[src/rtl/csp_pkg.sv]
// ----------------------------------------------------------------------------
// csp_pkg
// Shared types and constants of the contrast stretch and palette mapper.
// ----------------------------------------------------------------------------
`default_nettype none

package csp_pkg;

  localparam logic [7:0] LEVEL_MAX = 8'hFF;

  // Item commands
  localparam logic CMD_PIXEL     = 1'b0;
  localparam logic CMD_PAL_WRITE = 1'b1;

  // Configuration register indexes
  localparam int unsigned CFG_IDX_W = 3;
  localparam logic [CFG_IDX_W-1:0] CFG_CONTRAST_ON   = 3'd0;
  localparam logic [CFG_IDX_W-1:0] CFG_CONTRAST_LOW  = 3'd1;
  localparam logic [CFG_IDX_W-1:0] CFG_CONTRAST_HIGH = 3'd2;
  localparam logic [CFG_IDX_W-1:0] CFG_OUT_LOW       = 3'd3;
  localparam logic [CFG_IDX_W-1:0] CFG_OUT_HIGH      = 3'd4;
  localparam logic [CFG_IDX_W-1:0] CFG_PALETTE_ON    = 3'd5;
  localparam int unsigned CFG_DATA_W = 8;

  // Ramp division: quotient of the biased numerator is below 512
  localparam int unsigned SUM_W     = 18;
  localparam int unsigned DIV_W     = 9;
  localparam int unsigned QUOT_BITS = 9;
  localparam int unsigned CNT_W     = 4;

  // Queue between front and back
  localparam int unsigned QUEUE_AW    = 1;
  localparam int unsigned QUEUE_DEPTH = 1 << QUEUE_AW;

  typedef enum logic [1:0] {
    KIND_WRITE,
    KIND_DIRECT,
    KIND_RAMP
  } csp_kind_e;

  typedef struct packed {
    logic       command;
    logic [7:0] gray_level;
    logic       pixel_last;
    logic [7:0] palette_index;
    logic [7:0] palette_red;
    logic [7:0] palette_green;
    logic [7:0] palette_blue;
  } csp_in_t;

  typedef struct packed {
    logic [7:0] out_red;
    logic [7:0] out_green;
    logic [7:0] out_blue;
    logic       out_last;
  } csp_out_t;

  typedef struct packed {
    logic       contrast_on;
    logic [7:0] contrast_low;
    logic [7:0] contrast_high;
    logic [7:0] out_low;
    logic [7:0] out_high;
    logic       palette_on;
  } csp_cfg_t;

  typedef struct packed {
    csp_kind_e        kind;
    logic [7:0]       level;
    logic [SUM_W-1:0] sum;
    logic [DIV_W-1:0] divisor;
    logic [7:0]       out_low;
    logic             last;
    logic [7:0]       pal_index;
    logic [23:0]      pal_rgb;
  } csp_entry_t;

endpackage

`default_nettype wire

[src/rtl/csp_fifo.sv]
// ----------------------------------------------------------------------------
// csp_fifo
// Short queue of classified items between front and back.
// ----------------------------------------------------------------------------
`default_nettype none

module csp_fifo (
  input  wire logic                clk_i,
  input  wire logic                rst_ni,
  input  wire logic                push_i,
  input  wire csp_pkg::csp_entry_t entry_i,
  input  wire logic                pop_i,
  output logic                     full_o,
  output logic                     empty_o,
  output csp_pkg::csp_entry_t      entry_o
);
  import csp_pkg::*;

  csp_entry_t          slot_q [QUEUE_DEPTH];
  logic [QUEUE_AW-1:0] wr_q, wr_d;
  logic [QUEUE_AW-1:0] rd_q, rd_d;
  logic [QUEUE_AW:0]   cnt_q, cnt_d;
  logic                do_push;
  logic                do_pop;

  assign full_o  = (cnt_q == (QUEUE_AW+1)'(QUEUE_DEPTH));
  assign empty_o = (cnt_q == '0);
  assign entry_o = slot_q[rd_q];
  assign do_push = push_i && !full_o;
  assign do_pop  = pop_i && !empty_o;

  always_comb begin
    wr_d  = do_push ? wr_q + 1'b1 : wr_q;
    rd_d  = do_pop ? rd_q + 1'b1 : rd_q;
    cnt_d = cnt_q;
    if (do_push && !do_pop) begin
      cnt_d = cnt_q + 1'b1;
    end else if (do_pop && !do_push) begin
      cnt_d = cnt_q - 1'b1;
    end
  end

  always_ff @(posedge clk_i or negedge rst_ni) begin
    if (!rst_ni) begin
      wr_q  <= '0;
      rd_q  <= '0;
      cnt_q <= '0;
    end else begin
      wr_q  <= wr_d;
      rd_q  <= rd_d;
      cnt_q <= cnt_d;
    end
  end

  always_ff @(posedge clk_i) begin
    if (do_push) begin
      slot_q[wr_q] <= entry_i;
    end
  end

endmodule

`default_nettype wire

[config.mk]
export PLATFORM = sky130hd
export DESIGN_NAME = csp_fifo
export DESIGN_NICKNAME = d
export VERILOG_FILES = /design/src/rtl/csp_pkg.sv /design/src/rtl/csp_fifo.sv
export SDC_FILE = /design/constraint.sdc
export NUM_CORES = 1
export LEC_CHECK = 0
export BUFFER_PORTS_ARGS = -buffer_cell sky130_fd_sc_hd__buf_2
export CORE_MARGIN = 1.5
export CORE_UTILIZATION = 56
export CTS_CLUSTER_DIAMETER = 150
export CTS_CLUSTER_SIZE = 25
export DETAILED_ROUTE_END_ITERATION = 8
export PLACE_DENSITY_LB_ADDON = 0.2
export SETUP_SLACK_MARGIN = 0.02
export SYNTH_ARGS = -nofsm -noshare
export SYNTH_HDL_FRONTEND = slang
export SYNTH_SLANG_ARGS = --single-unit
[constraint.sdc]
create_clock -name clk_i -period 11.9 [get_ports clk_i]
set_input_delay 0.595 -clock clk_i [delete_from_list [all_inputs] [get_ports clk_i]]
set_output_delay 0.595 -clock clk_i [all_outputs]
set_load 0.01 [all_outputs]
=== Word level (Yosys, flattened, before mapping) ===
Memories as Yosys holds them, arrays and structs flattened.
Index checks and enable logic that the tools add are counted.

* Add/subtract/negate cells: 4
* Equality and inequality tests: 1
* Multiplexer cells: 4
* Reductions and logical operators: 10

{| class="wikitable"
|+ Operators by type and width
! cell !! number
|-
| $logic_and A1 B1 Y1 || 4
|-
| $logic_not A1 Y1 || 4
|-
| $mux W2 || 2
|-
| $add A1 B1 Y1 const B || 2
|-
| $add A2 B1 Y2 const B || 1
|-
| $eq A2 B2 Y1 const B || 1
|-
| $logic_not A2 Y1 || 1
|-
| $mux W1 || 2
|-
| $reduce_bool A2 Y1 || 1
|-
| $sub A2 B1 Y2 const B || 1
|}

* Bits in registers: 4
* Bits in writable memories: 156
* Input bits: 82
* Output and inout port bits: 80
* Logic and storage cells: 23
* Memories kept: 1

{| class="wikitable"
|+ Memory list
! memory !! depth !! bits a word !! read ports !! clocked after memory_dff !! wr ports !! RTL line !! source
|-
| slot_q || 2 || 78 || 1 || 0 || 1 || csp_fifo.sv:19 || <nowiki>csp_entry_t slot_q [QUEUE_DEPTH];</nowiki>
|}

=== Logic depth before layout (Yosys ltp) ===
* Depth after elaboration: 7
* Depth in mapped cells: 7
* Depth with buffers taken out: 7

=== Worst setup path after synthesis ===
Ideal clock, no wire load.

* Path kind: input port to flip-flop
* Start: in push_i
* End: mem slot_q[0][0] in the netlist's numbering, enable pin
* Setup time: 0.515 ns
* Data arrival time: 3.938 ns
* Required time: 11.385 ns
* Slack: 7.447 ns
* Stages: 2
* Path buffers: 0
* Path through: nand2_1 > nor2_1

* Cells in the longest elaborated chain, start to end: 3

{| class="wikitable"
|+ Ends and longest elaborated chain
! what !! RTL line !! source
|-
| start: declaration || csp_fifo.sv:10 || <nowiki>input wire logic push_i,</nowiki>
|-
| $logic_and A1 B1 Y1 || csp_fifo.sv:29 || <nowiki>assign do_push = push_i && !full_o;</nowiki>
|-
| $mux W1 || csp_fifo.sv:56 || <nowiki>if (do_push) begin</nowiki>
|-
| $mux W1 (implied by the code) || csp_fifo.sv:57 || <nowiki>slot_q[wr_q] <= entry_i;</nowiki>
|-
| end: declaration || csp_fifo.sv:19 ||
|}

No other way between the ends.

==> results.toml <==
[synth]
yosys_warnings = 0
syn_area_per_cell_um2 = 22.4
synth_area_leaders = "edfxtp_1 80%, mux2_2 13%, mux2_4 2.6%"
synth_nets = 345
yosysSeqAreaShare = 0.816
syn-cell-area_um2 = 5860
synth-seq-cells = 160
synth_top_area_cell = "edfxtp_1"
synth.distinct_cells = 15
synthCells = 262
synth_top_area_frac = 0.799

[min_path]
hold_end = "slot_q[1][22]"
hold_class = "input port to flop"
min_from = "entry_i[22]"
min_path_cells = 1

[global_route]
use_met3 = 0.0656
grt_pass1_vias = 2927
track_usage = 0.181
antenna_found_initial = 1
grt-ovfl-total = 0
grt_max_degree = 80
top_usage_layer = "met2"
use_met2 = 0.295
grtUsageMet1 = 0.217
grt_pass1_wl_mm = 14.7

[sta]
fin_ws_ps = 9050
tns_ps = 0
rsz0062_at_grt = "false"
slew_violations = 0
max_freq_mhz = 351
holdWs_ps = 271
finalSetupViolCount = 0
finClkSkew_ps = 5.88
period_minus_slack_ps = 2850
worst-slew-pin-transition_ps = 1090
period_share = 0.240
finalHoldViolCount = 0
max_slew_margin = 0.276

[critical_path]
r2r-start = "cnt_q[0]"
crit_required_ps = 11310
reg2reg_to = "slot_q[0][7]"
start_kind = "flop"
cp_cell_sequence = "mux2_2 -> buf_2"
critPathKind = "flop to output pin"
critPathSlowestCell = "dfrtp_4"
regToRegSetupSlack_ps = 9310
reg2reg_depth = 4
critPathMaxStageDelay_ps = 1150
cp_max_fo = 79
cp.arrival_ps = 2260
cp-end-kind = "output pin"
critPathBufInv = 1
cp_top_family = "flip-flops"
crit_cells = 2

[route]
viasPerCell = 5.03
drt_iter0_markers = 156
routed_wl_mm = 9.53
postRouteAntennaNets = 0
drt-pass1-iter-count = 4
vias = 2935
drc_errors = 0
wire_per_inst_um = 16.3

[clock_network]
hold_buffers = 1
h-tree-depth = 4
cts_root_buffer = "clkbuf_8"
cts_resized = 0
clock-sinks = 160
cts_setup_buffers = 0
clkTransAtPathRegs_ps = 60
cts_max_path_buffers = 2
cts_tree = "yes"
clk_latency_ps = 510
cts-buffers-inserted = 17

[final_layout]
nets = 518
syn_to_final_growth_pct = 25.0
antenna_cells = 0
final_cell_mix = "161 x buf_2, 156 x edfxtp_1, 68 x mux2_2"
drive_gt1_frac = 0.606
mostFrequentLayoutCell = "buf_2"
layout.cells.non_filler = 583

[power]
p_leak_nw = 2.79
power_density_nw_per_um2 = 245
ir_worst_vdd_v = 0.000175

[floorplanning]
core_area_um2 = 10200
start_util = 0.573
die_w_um = 105
rows = 37
die_area_um2 = 11100
io_pins = 162
die_h_um = 105

[placed_design]
gp_congestion = 0.725
port_buffers = 161
dp_hpwl_mm = 5.93
dp_cells = 551
dp_slack_ps = 9190

[flow_run]
max-cap-violations = 0

[status]
status = "finished clean"
==> flip-flops by register name, summed over array words and instances, names as in the netlist <==
register,flops
wr_q,1
rd_q,1
cnt_q,2
slot_q,156
==> layer usage <==
metal,wire length [µm],up-vias,part of all wire
li1,-,1379,-
met1,3780,1419,0.40
met2,4870,121,0.51
met3,722,14,0.076
met4,147,2,0.015
met5,13,-,0.0014
==> synthesized netlist by cell type, drive strengths merged <==
cell / count
dfrtp: 4
xor2: 2
mux2: 78
inv: 2
nor2: 3
ha: 1
edfxtp: 156
buf: 9
nand2: 1
o21ai: 1
nand2b: 1
and3: 1
xnor2: 3
==> worst max path at each step <==
| stage | start | endpoint | slack, ps |
|---|---|---|---|
| floorplan | push_i | slot_q[0][0] | 7450 |
| global placement | push_i | slot_q[0][24] | 9210 |
| detailed placement | push_i | slot_q[0][73] | 9190 |
| CTS | rd_q | entry_o[71] | 9000 |
| global route | rd_q | entry_o[34] | 8910 |
| finish | rd_q | entry_o[18] | 9050 |
==> metrics by stage <==
step                      area (µm²)  utilization  power, W
after floorplan                 5860            -   0.00117
after global placement          6800        0.664   0.00133
after detailed placement        6800        0.664   0.00134
after CTS                       7320        0.716   0.00181
after global routing            7320        0.716   0.00188
final                           7320        0.716   0.00179
==> layout make-up <==
type	count	area, µm²
timing repair buffer	163	823
fill	668	2910
multi-input combinational	91	1020
clock inverter	13	98.8
tap	136	170
inverter	2	7.51
clock buffer	18	418
sequential	160	4790
==> cells by family (layout without fill, tap and decap cells) <==
kind of cell,Yosys count,in the layout,share of synthesized area
buffers and inverters,11,196,0.0122
multiplexers,78,78,0.156
flip-flops,160,160,0.816
AND/OR/NAND/NOR,6,6,0.00470
XOR/XNOR,5,5,0.00747
adder cells (fa/ha/maj),1,1,0.00213
AO/OA/AOI/OAI,1,1,0.000853
==> power by group <==
group / internal (W) / switching (W) / total [W]
Clock: 0.000272 / 0.000197 / 0.000469
Sequential: 0.000773 / 0.0000845 / 0.000858
Combinational: 0.000240 / 0.000225 / 0.000466
No activity file was read; power rests on OpenSTA's default activity.
