File: src/rtl/csp_pkg.sv
// ----------------------------------------------------------------------------
// csp_pkg
// Shared types and constants of the contrast stretch and palette mapper.
// ----------------------------------------------------------------------------
`default_nettype none

package csp_pkg;

  localparam logic [7:0] LEVEL_MAX = 8'hFF;

  // Item commands
  localparam logic CMD_PIXEL     = 1'b0;
  localparam logic CMD_PAL_WRITE = 1'b1;

  // Configuration register indexes
  localparam int unsigned CFG_IDX_W = 3;
  localparam logic [CFG_IDX_W-1:0] CFG_CONTRAST_ON   = 3'd0;
  localparam logic [CFG_IDX_W-1:0] CFG_CONTRAST_LOW  = 3'd1;
  localparam logic [CFG_IDX_W-1:0] CFG_CONTRAST_HIGH = 3'd2;
  localparam logic [CFG_IDX_W-1:0] CFG_OUT_LOW       = 3'd3;
  localparam logic [CFG_IDX_W-1:0] CFG_OUT_HIGH      = 3'd4;
  localparam logic [CFG_IDX_W-1:0] CFG_PALETTE_ON    = 3'd5;
  localparam int unsigned CFG_DATA_W = 8;

  // Ramp division: quotient of the biased numerator is below 512
  localparam int unsigned SUM_W     = 18;
  localparam int unsigned DIV_W     = 9;
  localparam int unsigned QUOT_BITS = 9;
  localparam int unsigned CNT_W     = 4;

  // Queue between front and back
  localparam int unsigned QUEUE_AW    = 1;
  localparam int unsigned QUEUE_DEPTH = 1 << QUEUE_AW;

  typedef enum logic [1:0] {
    KIND_WRITE,
    KIND_DIRECT,
    KIND_RAMP
  } csp_kind_e;

  typedef struct packed {
    logic       command;
    logic [7:0] gray_level;
    logic       pixel_last;
    logic [7:0] palette_index;
    logic [7:0] palette_red;
    logic [7:0] palette_green;
    logic [7:0] palette_blue;
  } csp_in_t;

  typedef struct packed {
    logic [7:0] out_red;
    logic [7:0] out_green;
    logic [7:0] out_blue;
    logic       out_last;
  } csp_out_t;

  typedef struct packed {
    logic       contrast_on;
    logic [7:0] contrast_low;
    logic [7:0] contrast_high;
    logic [7:0] out_low;
    logic [7:0] out_high;
    logic       palette_on;
  } csp_cfg_t;

  typedef struct packed {
    csp_kind_e        kind;
    logic [7:0]       level;
    logic [SUM_W-1:0] sum;
    logic [DIV_W-1:0] divisor;
    logic [7:0]       out_low;
    logic             last;
    logic [7:0]       pal_index;
    logic [23:0]      pal_rgb;
  } csp_entry_t;

endpackage

`default_nettype wire

File: src/rtl/csp_front.sv
// ----------------------------------------------------------------------------
// csp_front
// Classify incoming items and precompute the ramp numerator and divisor.
// ----------------------------------------------------------------------------
`default_nettype none

module csp_front (
  input  wire logic                push_i,
  input  wire csp_pkg::csp_in_t    item_i,
  input  wire csp_pkg::csp_cfg_t   cfg_i,
  input  wire logic                queue_full_i,
  output logic                     queue_push_o,
  output csp_pkg::csp_entry_t      entry_o
);
  import csp_pkg::*;

  logic [7:0]        den;
  logic [7:0]        diff_x;
  logic signed [8:0] span;
  logic signed [17:0] prod;
  logic [19:0]       sum_wide;

  assign den    = cfg_i.contrast_high - cfg_i.contrast_low;
  assign diff_x = item_i.gray_level - cfg_i.contrast_low;
  assign span   = $signed({1'b0, cfg_i.out_high}) - $signed({1'b0, cfg_i.out_low});
  assign prod   = $signed({1'b0, diff_x}) * span;

  // 2*num + 511*den, positive because |num| < 255*den inside the window
  assign sum_wide = {prod[17], prod, 1'b0} + {3'b000, den, 9'd0} - {12'd0, den};

  always_comb begin
    entry_o.level     = item_i.gray_level;
    entry_o.sum       = sum_wide[SUM_W-1:0];
    entry_o.divisor   = {den, 1'b0};
    entry_o.out_low   = cfg_i.out_low;
    entry_o.last      = item_i.pixel_last;
    entry_o.pal_index = item_i.palette_index;
    entry_o.pal_rgb   = {item_i.palette_red, item_i.palette_green, item_i.palette_blue};
    if (item_i.command == CMD_PAL_WRITE) begin
      entry_o.kind = KIND_WRITE;
    end else if (!cfg_i.contrast_on) begin
      entry_o.kind = KIND_DIRECT;
    end else if (item_i.gray_level <= cfg_i.contrast_low) begin
      entry_o.kind  = KIND_DIRECT;
      entry_o.level = cfg_i.out_low;
    end else if (item_i.gray_level >= cfg_i.contrast_high) begin
      entry_o.kind  = KIND_DIRECT;
      entry_o.level = cfg_i.out_high;
    end else begin
      entry_o.kind = KIND_RAMP;
    end
  end

  assign queue_push_o = push_i && !queue_full_i;

endmodule

`default_nettype wire

File: config.mk
export PLATFORM = sky130hd
export DESIGN_NAME = csp_front
export DESIGN_NICKNAME = d
export VERILOG_FILES = /design/src/rtl/csp_pkg.sv /design/src/rtl/csp_front.sv
export SDC_FILE = /design/constraint.sdc
export NUM_CORES = 1
export LEC_CHECK = 0
export BUFFER_PORTS_ARGS = -buffer_cell sky130_fd_sc_hd__buf_2
export CAP_MARGIN = 20
export CORE_UTILIZATION = 36
export DETAILED_ROUTE_END_ITERATION = 16
export GPL_TIMING_DRIVEN = 0
export PLACE_DENSITY = 0.63
export SLEW_MARGIN = 20
export SYNTH_ARGS = -nofsm -noshare
export SYNTH_HDL_FRONTEND = slang
export SYNTH_SLANG_ARGS = --single-unit
File: constraint.sdc
create_clock -name vclk -period 16.85
set_input_delay 3.37 -clock vclk [all_inputs]
set_output_delay 3.37 -clock vclk [all_outputs]
set_load 0.02 [all_outputs]
======== Word level (Yosys, flattened, before mapping) ========
Index checks and enable logic that the tools add are counted.
cells by class
  mux-type cells .......................... 7
  add/subtract/negate cells ............... 5
  multiply operators ...................... 1
  magnitude comparators ................... 2
  reductions and logical operators ........ 2
operators by type and width
  cell                               count
  two-way mux 8 bit                  3
  adder 18 bit                       1
  subtractor 18 x 8 -> 18 bit        1
  multiplier 9 x 9 -> 17 bit         1
  subtractor 8 bit                   2
  two-way mux 10 bit                 1
  subtractor 8 x 8 -> 9 bit          1
  greater-or-equal comparator 8 bit  1
  less-or-equal comparator 8 bit     1
  two-way mux 2 bit                  3
  logical AND 1 bit                  1
  logical NOT 1 bit                  1
word-level totals
  input bits .............................. 78
  output and inout bits ................... 79
  register bits after elaboration ......... 0
  word-level logic and storage cells ...... 17

======== Logic depth before layout (Yosys ltp) ========
Gate-level depths: netlist of the first run.
  word-level depth ........................ 5
  depth in mapped cells ................... 33
  gate-level depth less buffers ........... 33

======== Worst setup path before layout of the first run ========
OpenSTA, ideal clock, no wires.
  path kind ............................... input to output
  start ................................... input cfg_i[1] in the netlist's numbering
  end ..................................... output entry_o[67] in the netlist's numbering
  arrival ................................. 10.130 ns
  cell stages on the path ................. 31
  path slack .............................. 3.350 ns
  buffers on the path ..................... 0
  required time ........................... 13.480 ns
  cells stage by stage .................... inv_1 ha_1 inv_1 fa_1 a21oi_1 nor2b_1 o31ai_1 nand2b_1 xnor2_1 inv_1 nand2_1 fa_1 fa_1 fa_1 fa_1 fa_1 inv_1 ha_1 a21oi_1 o21bai_1 a21oi_1 xor2_1 ha_1 inv_1 ha_1 nand2_1 o21ai_0 a21oi_2 o21ai_0 a31oi_1 xnor2_1
RTL lines
  element          line             text
  start, declared  csp_front.sv:10  input wire csp_pkg::csp_cfg_t cfg_i,
  end, declared    csp_front.sv:13  output csp_pkg::csp_entry_t entry_o

==> results_tabular.tex, run 1 <==
\begin{tabular}{lr}
\hline
Metric & Value \\
\hline
\multicolumn{2}{l}{\textbf{Run status}} \\
Result of the run & complete, no violations \\
\multicolumn{2}{l}{\textbf{Cells and area}} \\
Top library cells by usage in the layout, fill and taps aside & buf\_2 (122), inv\_1 (117), ha\_1 (111) \\
Final standard cell area without fillers & 0.00583 sq mm \\
Seq cells & 0 \\
Area Overhead vs Synth & 16.6\% \\
Most frequent standard cell in the layout excluding fill and tap cells & buf\_2 \\
N\_diodes & 0 \\
Clock buffers & 0 \\
Net count reported at finish & 985 \\
Sequential cell area & 0 sq um \\
Share of final-layout standard cells stronger than drive strength 1 & 24.9\% \\
\multicolumn{2}{l}{\textbf{Synth}} \\
Count of mapped cells out of synthesis & 625 \\
Number of distinct standard cells referenced by the synthesized netlist & 47 \\
Synth Warn \# & 0 \\
Syn avg cell area & 8.00 sq um \\
Part of the Yosys area used for sequential elements & 0\% \\
Synthesized area & 0.00500 sq mm \\
Syn nets & 861 \\
\multicolumn{2}{l}{\textbf{Timing}} \\
Max Fclk & 0.0694 GHz \\
Fin Setup TNS & 0 ns \\
Number of hold-slack violations in the final timing report & 0 \\
Slew of the pin with the lowest slew margin & 0.825 ns \\
Final setup fails & 0 \\
Least setup slack across all paths after layout & 2.43 ns \\
Final slew viol count & 0 \\
Unrepaired setup endpoints after global routing & false \\
Portion of the clock cycle consumed by the worst path in the final layout & 85.6\% \\
Worst relative slew slack & 44.6\% \\
Post-layout min period & 14.42 ns \\
\multicolumn{2}{l}{\textbf{Clock network}} \\
Hold\_buf cts & 0 \\
Buffers inserted by post-CTS timing repair & 0 \\
Number of gates resized after CTS & 0 \\
\multicolumn{2}{l}{\textbf{Die}} \\
Number of rows created at floorplan & 42 \\
Floorplan Core Area & 0.0134 sq mm \\
Io pins & 157 \\
Die boundary width & 120 um \\
Die outline height & 120 um \\
Area of the die & 0.0144 sq mm \\
Starting utilization of the core area & 37.3\% \\
\multicolumn{2}{l}{\textbf{Critical path}} \\
CP peak stage delay & 0.56 ns \\
Cell mode on critical path & fa\_1 \\
WS Path Type & input port to primary output \\
Critical Path Fanout Max & 7 \\
Critical path arrival & 11.05 ns \\
Critical path capture point type & primary output \\
Element type at the critical path start & input port \\
Required arrival time at the worst endpoint & 13.48 ns \\
Slowest cell on the critical path & xnor2\_1 \\
\multicolumn{2}{l}{\textbf{Routing}} \\
WL per Instance & 12.0 um \\
Number of DRC markers after the initial detailed-route iteration & 132 \\
Via count & 4,395 \\
Total detailed-routing wirelength & 11,100 um \\
Length of the first detailed-routing pass in iterations & 4 \\
Drt via density & 4.76 \\
Total DRC errors in the routed layout & 0 \\
Remaining antenna violation count after routing & 0 \\
\multicolumn{2}{l}{\textbf{Hold path}} \\
Type of the tightest min-delay check & input port to primary output \\
\multicolumn{2}{l}{\textbf{Global route}} \\
Wire length of the first global-routing pass & 18,200 um \\
Largest net degree at the start of global routing & 11 \\
Vias in the first global route & 3,925 \\
Initial antenna violation count & 0 \\
Remaining Overflow, GRT & 0 \\
Tot GR Track Use & 15.3\% \\
\multicolumn{2}{l}{\textbf{Place}} \\
Worst slack after detailed placement & 2.47 ns \\
HPWL after DPL & 10,000 um \\
Port buffer count & 122 \\
Weighted congestion reported at the end of routability-driven placement & 0.814 \\
Placed cell area & 0.00583 sq mm \\
\multicolumn{2}{l}{\textbf{Run}} \\
Max-cap viol count & 0 \\
\hline
\end{tabular}
-- cells by family after synthesis --
logic type	after synthesis	synth area share (%)
buffers and inverters	165	15.8
adder cells (fa/ha/maj)	158	46.6
AND/OR/NAND/NOR	149	15.1
AO/OA/AOI/OAI	110	15.1
XOR/XNOR	42	7.36
other	1	0.0750
-- area by class of cell --
type	count	area, sq um
fillers	1359	7570
multi-input cells	460	4210
repair buffers	122	611
inverters	117	439
plain buffers	48	353
well taps	176	220
-- worst paths after layout --
kind / from / end / cells after the start
setup / recovery: cfg_i[1] / entry_o[67] / 33
hold / removal: item_i[7] / entry_o[7] / 2
-- worst max-delay path, delay by kind of cell --
family | cells | cell delay [ns]
buf+inv | 7 | 0.62
simple gates | 3 | 0.34
fa+ha+maj | 10 | 3.99
xor+xnor | 3 | 0.81
compound gates | 10 | 1.93
-- layer usage --
metal	global-route usage, %	up-vias	part of all wire, %
met5	0	-	0
met3	0.570	8	3.1
met2	26.3	99	48
met1	21.8	2018	48
met4	1.64	0	1.1
li1	-	2270	-
-- Yosys cell counts, drive strengths merged, types with 2 or more instances --
cell type | n | area [sq um]
o21a | 7 | 52.6
ha | 111 | 1390
nand3 | 2 | 10.0
o21bai | 4 | 30.0
nor2b | 11 | 76.3
or3 | 4 | 25.0
and2 | 3 | 18.8
a221o | 8 | 80.1
buf | 45 | 342
a21o | 15 | 113
o31ai | 4 | 35.0
nand4 | 3 | 18.8
xnor2 | 28 | 245
nand2b | 18 | 113
clkbuf | 3 | 11.3
or4 | 2 | 15.0
or2 | 12 | 75.1
inv | 117 | 439
fa | 47 | 941
o311a | 2 | 20.0
a21boi | 3 | 22.5
and3 | 8 | 50.1
xor2 | 14 | 123
a211oi | 5 | 37.5
o21ai | 23 | 123
a21oi | 28 | 151
nand2 | 25 | 93.8
a211o | 2 | 17.5
a31oi | 3 | 18.8
o2111ai | 2 | 17.5
nor2 | 47 | 176
nor3 | 11 | 55.1
-- metrics by stage --
| stage | hold WS (ns) | util, % | instances |
|---|---|---|---|
| after floorplan | 6.82 | - | 625 |
| after global placement | 6.96 | 43.5 | 923 |
| after detailed placement | 6.96 | 43.5 | 923 |
| after CTS | 6.96 | 43.5 | 923 |
| after global routing | 6.96 | 43.5 | 923 |
| final | 6.96 | 43.5 | 923 |
Power of run 1 is left out: the tool's default activity adds up to more than one toggle a clock period on the data nets, which glitch-free logic cannot reach.
==> run 2: changes to the inputs <==
CORE_UTILIZATION = 59   (was 36)
MAX_ROUTING_LAYER = met4   (was default)
PLACE_DENSITY = 0.93   (was 0.63)
==> results_tabular.tex, run 2 (synthesis gave the netlist of run 1 again) <==
\begin{tabular}{lr}
\hline
Metric & Value \\
\hline
\multicolumn{2}{l}{\textbf{Run status}} \\
Result of the run & complete, no violations \\
\multicolumn{2}{l}{\textbf{Global route}} \\
Initial antenna violation count & 0 (unchanged) \\
Largest net degree at the start of global routing & 11 (unchanged) \\
Vias in the first global route & 4,571 (+16\%) \\
Tot GR Track Use & 28.2\% (+13 points) \\
Remaining Overflow, GRT & 0 (unchanged) \\
Wire length of the first global-routing pass & 19,600 um (+7.5\%) \\
\multicolumn{2}{l}{\textbf{Routing}} \\
Via count & 4,724 (+7.5\%) \\
Remaining antenna violation count after routing & 0 (unchanged) \\
Length of the first detailed-routing pass in iterations & 5 (+1) \\
WL per Instance & 14.2 um (+18\%) \\
Total DRC errors in the routed layout & 0 (unchanged) \\
Number of DRC markers after the initial detailed-route iteration & 221 (+67\%) \\
Drt via density & 5.54 (+16\%) \\
Total detailed-routing wirelength & 12,100 um (+8.8\%) \\
\multicolumn{2}{l}{\textbf{Hold path}} \\
Worst Min Path Start & item\_i[21] \\
Type of the tightest min-delay check & input port to primary output \\
\multicolumn{2}{l}{\textbf{Die}} \\
Starting utilization of the core area & 60.9\% (+24 points) \\
Die boundary width & 94.1 um (-22\%) \\
Die outline height & 94.1 um (-22\%) \\
Area of the die & 0.00885 sq mm (-38\%) \\
Number of rows created at floorplan & 33 (-21\%) \\
Io pins & 157 (unchanged) \\
Floorplan Core Area & 0.00822 sq mm (-39\%) \\
\multicolumn{2}{l}{\textbf{Place}} \\
Port buffer count & 122 (unchanged) \\
HPWL after DPL & 10,600 um (+5.6\%) \\
Placed cell area & 0.00574 sq mm (-1.5\%) \\
Weighted congestion reported at the end of routability-driven placement & 0.880 (+8.2\%) \\
\multicolumn{2}{l}{\textbf{Timing}} \\
Final slew viol count & 0 (unchanged) \\
Portion of the clock cycle consumed by the worst path in the final layout & 86.4\% (+0.85 points) \\
Final setup fails & 0 (unchanged) \\
Unrepaired setup endpoints after global routing & false \\
Number of hold-slack violations in the final timing report & 0 (unchanged) \\
Max Fclk & 0.0687 GHz (-0.99\%) \\
Worst relative slew slack & 39.7\% (-4.9 points) \\
Fin Setup TNS & 0 ns (unchanged) \\
Slew of the pin with the lowest slew margin & 0.898 ns (+0.0727 ns) \\
Post-layout min period & 14.56 ns (+0.144 ns) \\
\multicolumn{2}{l}{\textbf{Cells and area}} \\
Top library cells by usage in the layout, fill and taps aside & buf\_2 (122), inv\_1 (117), ha\_1 (111) \\
Core utilization of the finished layout & 69.9\% (+26 points) \\
Sequential cell area & 0 sq um (unchanged) \\
Number of inserted filler cells in the final layout & 627 (-54\%) \\
N\_diodes & 0 (unchanged) \\
Area of combinational cells with multiple inputs & 0.00421 sq mm (unchanged) \\
Final standard cell area without fillers & 0.00574 sq mm (-1.5\%) \\
Share of final-layout standard cells stronger than drive strength 1 & 24.9\% (unchanged) \\
Net count reported at finish & 985 (unchanged) \\
Area Overhead vs Synth & 14.8\% \\
Most frequent standard cell in the layout excluding fill and tap cells & buf\_2 \\
Seq cells & 0 (unchanged) \\
Clock buffers & 0 (unchanged) \\
\multicolumn{2}{l}{\textbf{Critical path}} \\
Required arrival time at the worst endpoint & 13.48 ns (about the same) \\
Critical Path Fanout Max & 9 (+2) \\
Critical path arrival & 11.19 ns (+0.14 ns) \\
Cell mode on critical path & ha\_1 \\
Element type at the critical path start & input port \\
Critical path capture point type & primary output \\
Crit path from & cfg\_i[26] \\
WS Path Type & input port to primary output \\
CP peak stage delay & 0.66 ns (+0.10 ns) \\
Slowest cell on the critical path & xnor2\_1 \\
\multicolumn{2}{l}{\textbf{Clock network}} \\
Buffers inserted by post-CTS timing repair & 0 (unchanged) \\
Hold\_buf cts & 0 (unchanged) \\
Number of gates resized after CTS & 0 (unchanged) \\
\multicolumn{2}{l}{\textbf{Run}} \\
Max-cap viol count & 0 (unchanged) \\
\hline
\end{tabular}
[run 2: cell counts in the layout (fill, tap and decap cells not counted)]
Identical to the previous run, type by type.
[run 2: cell type report]
class,instances,area share (%)
Multi-Input combinational cell,460,73.3
Timing Repair Buffer,122,10.6
Inverter,117,7.65
Tap cell,105,2.29
Buffer,48,6.14
[run 2: final timing paths]
kind | endpoint | slack, ns | cells after the start
worst max-delay path | entry_o[67] | 2.29 | 31
worst min-delay path | entry_o[21] | 6.96 | 2
[run 2: critical path: cells and delay by family]
family,cells,cell delay (ns)
AOI/OAI and AO/OA,11,2.38
and+or+nand+nor,3,0.48
adders and majority gates,10,3.56
xor gates and xnor gates,2,0.82
buffers and inverters,5,0.56
[run 2: metrics by stage]
step / setup WS, ns / instances / hold slack (ns)
6_report: 2.29 / 852 / 6.96
5_1_grt: 1.87 / 852 / 6.96
4_1_cts: 2.37 / 852 / 6.96
3_5_place_dp: 2.41 / 852 / 6.96
3_3_place_gp: 2.58 / 852 / 6.96
2_1_floorplan: 3.35 / 625 / 6.82
[run 2: routing by layer]
layer	track usage (%)	share of wire (%)	up-vias	routed length [um]
li1	-	-	2265	-
met1	33.5	41	2217	4990
met2	50.9	50	203	6040
met3	1.21	5.7	39	683
met4	9.10	2.9	0	348
met5	-	0	-	0
Power of run 2 is left out for the same reason.
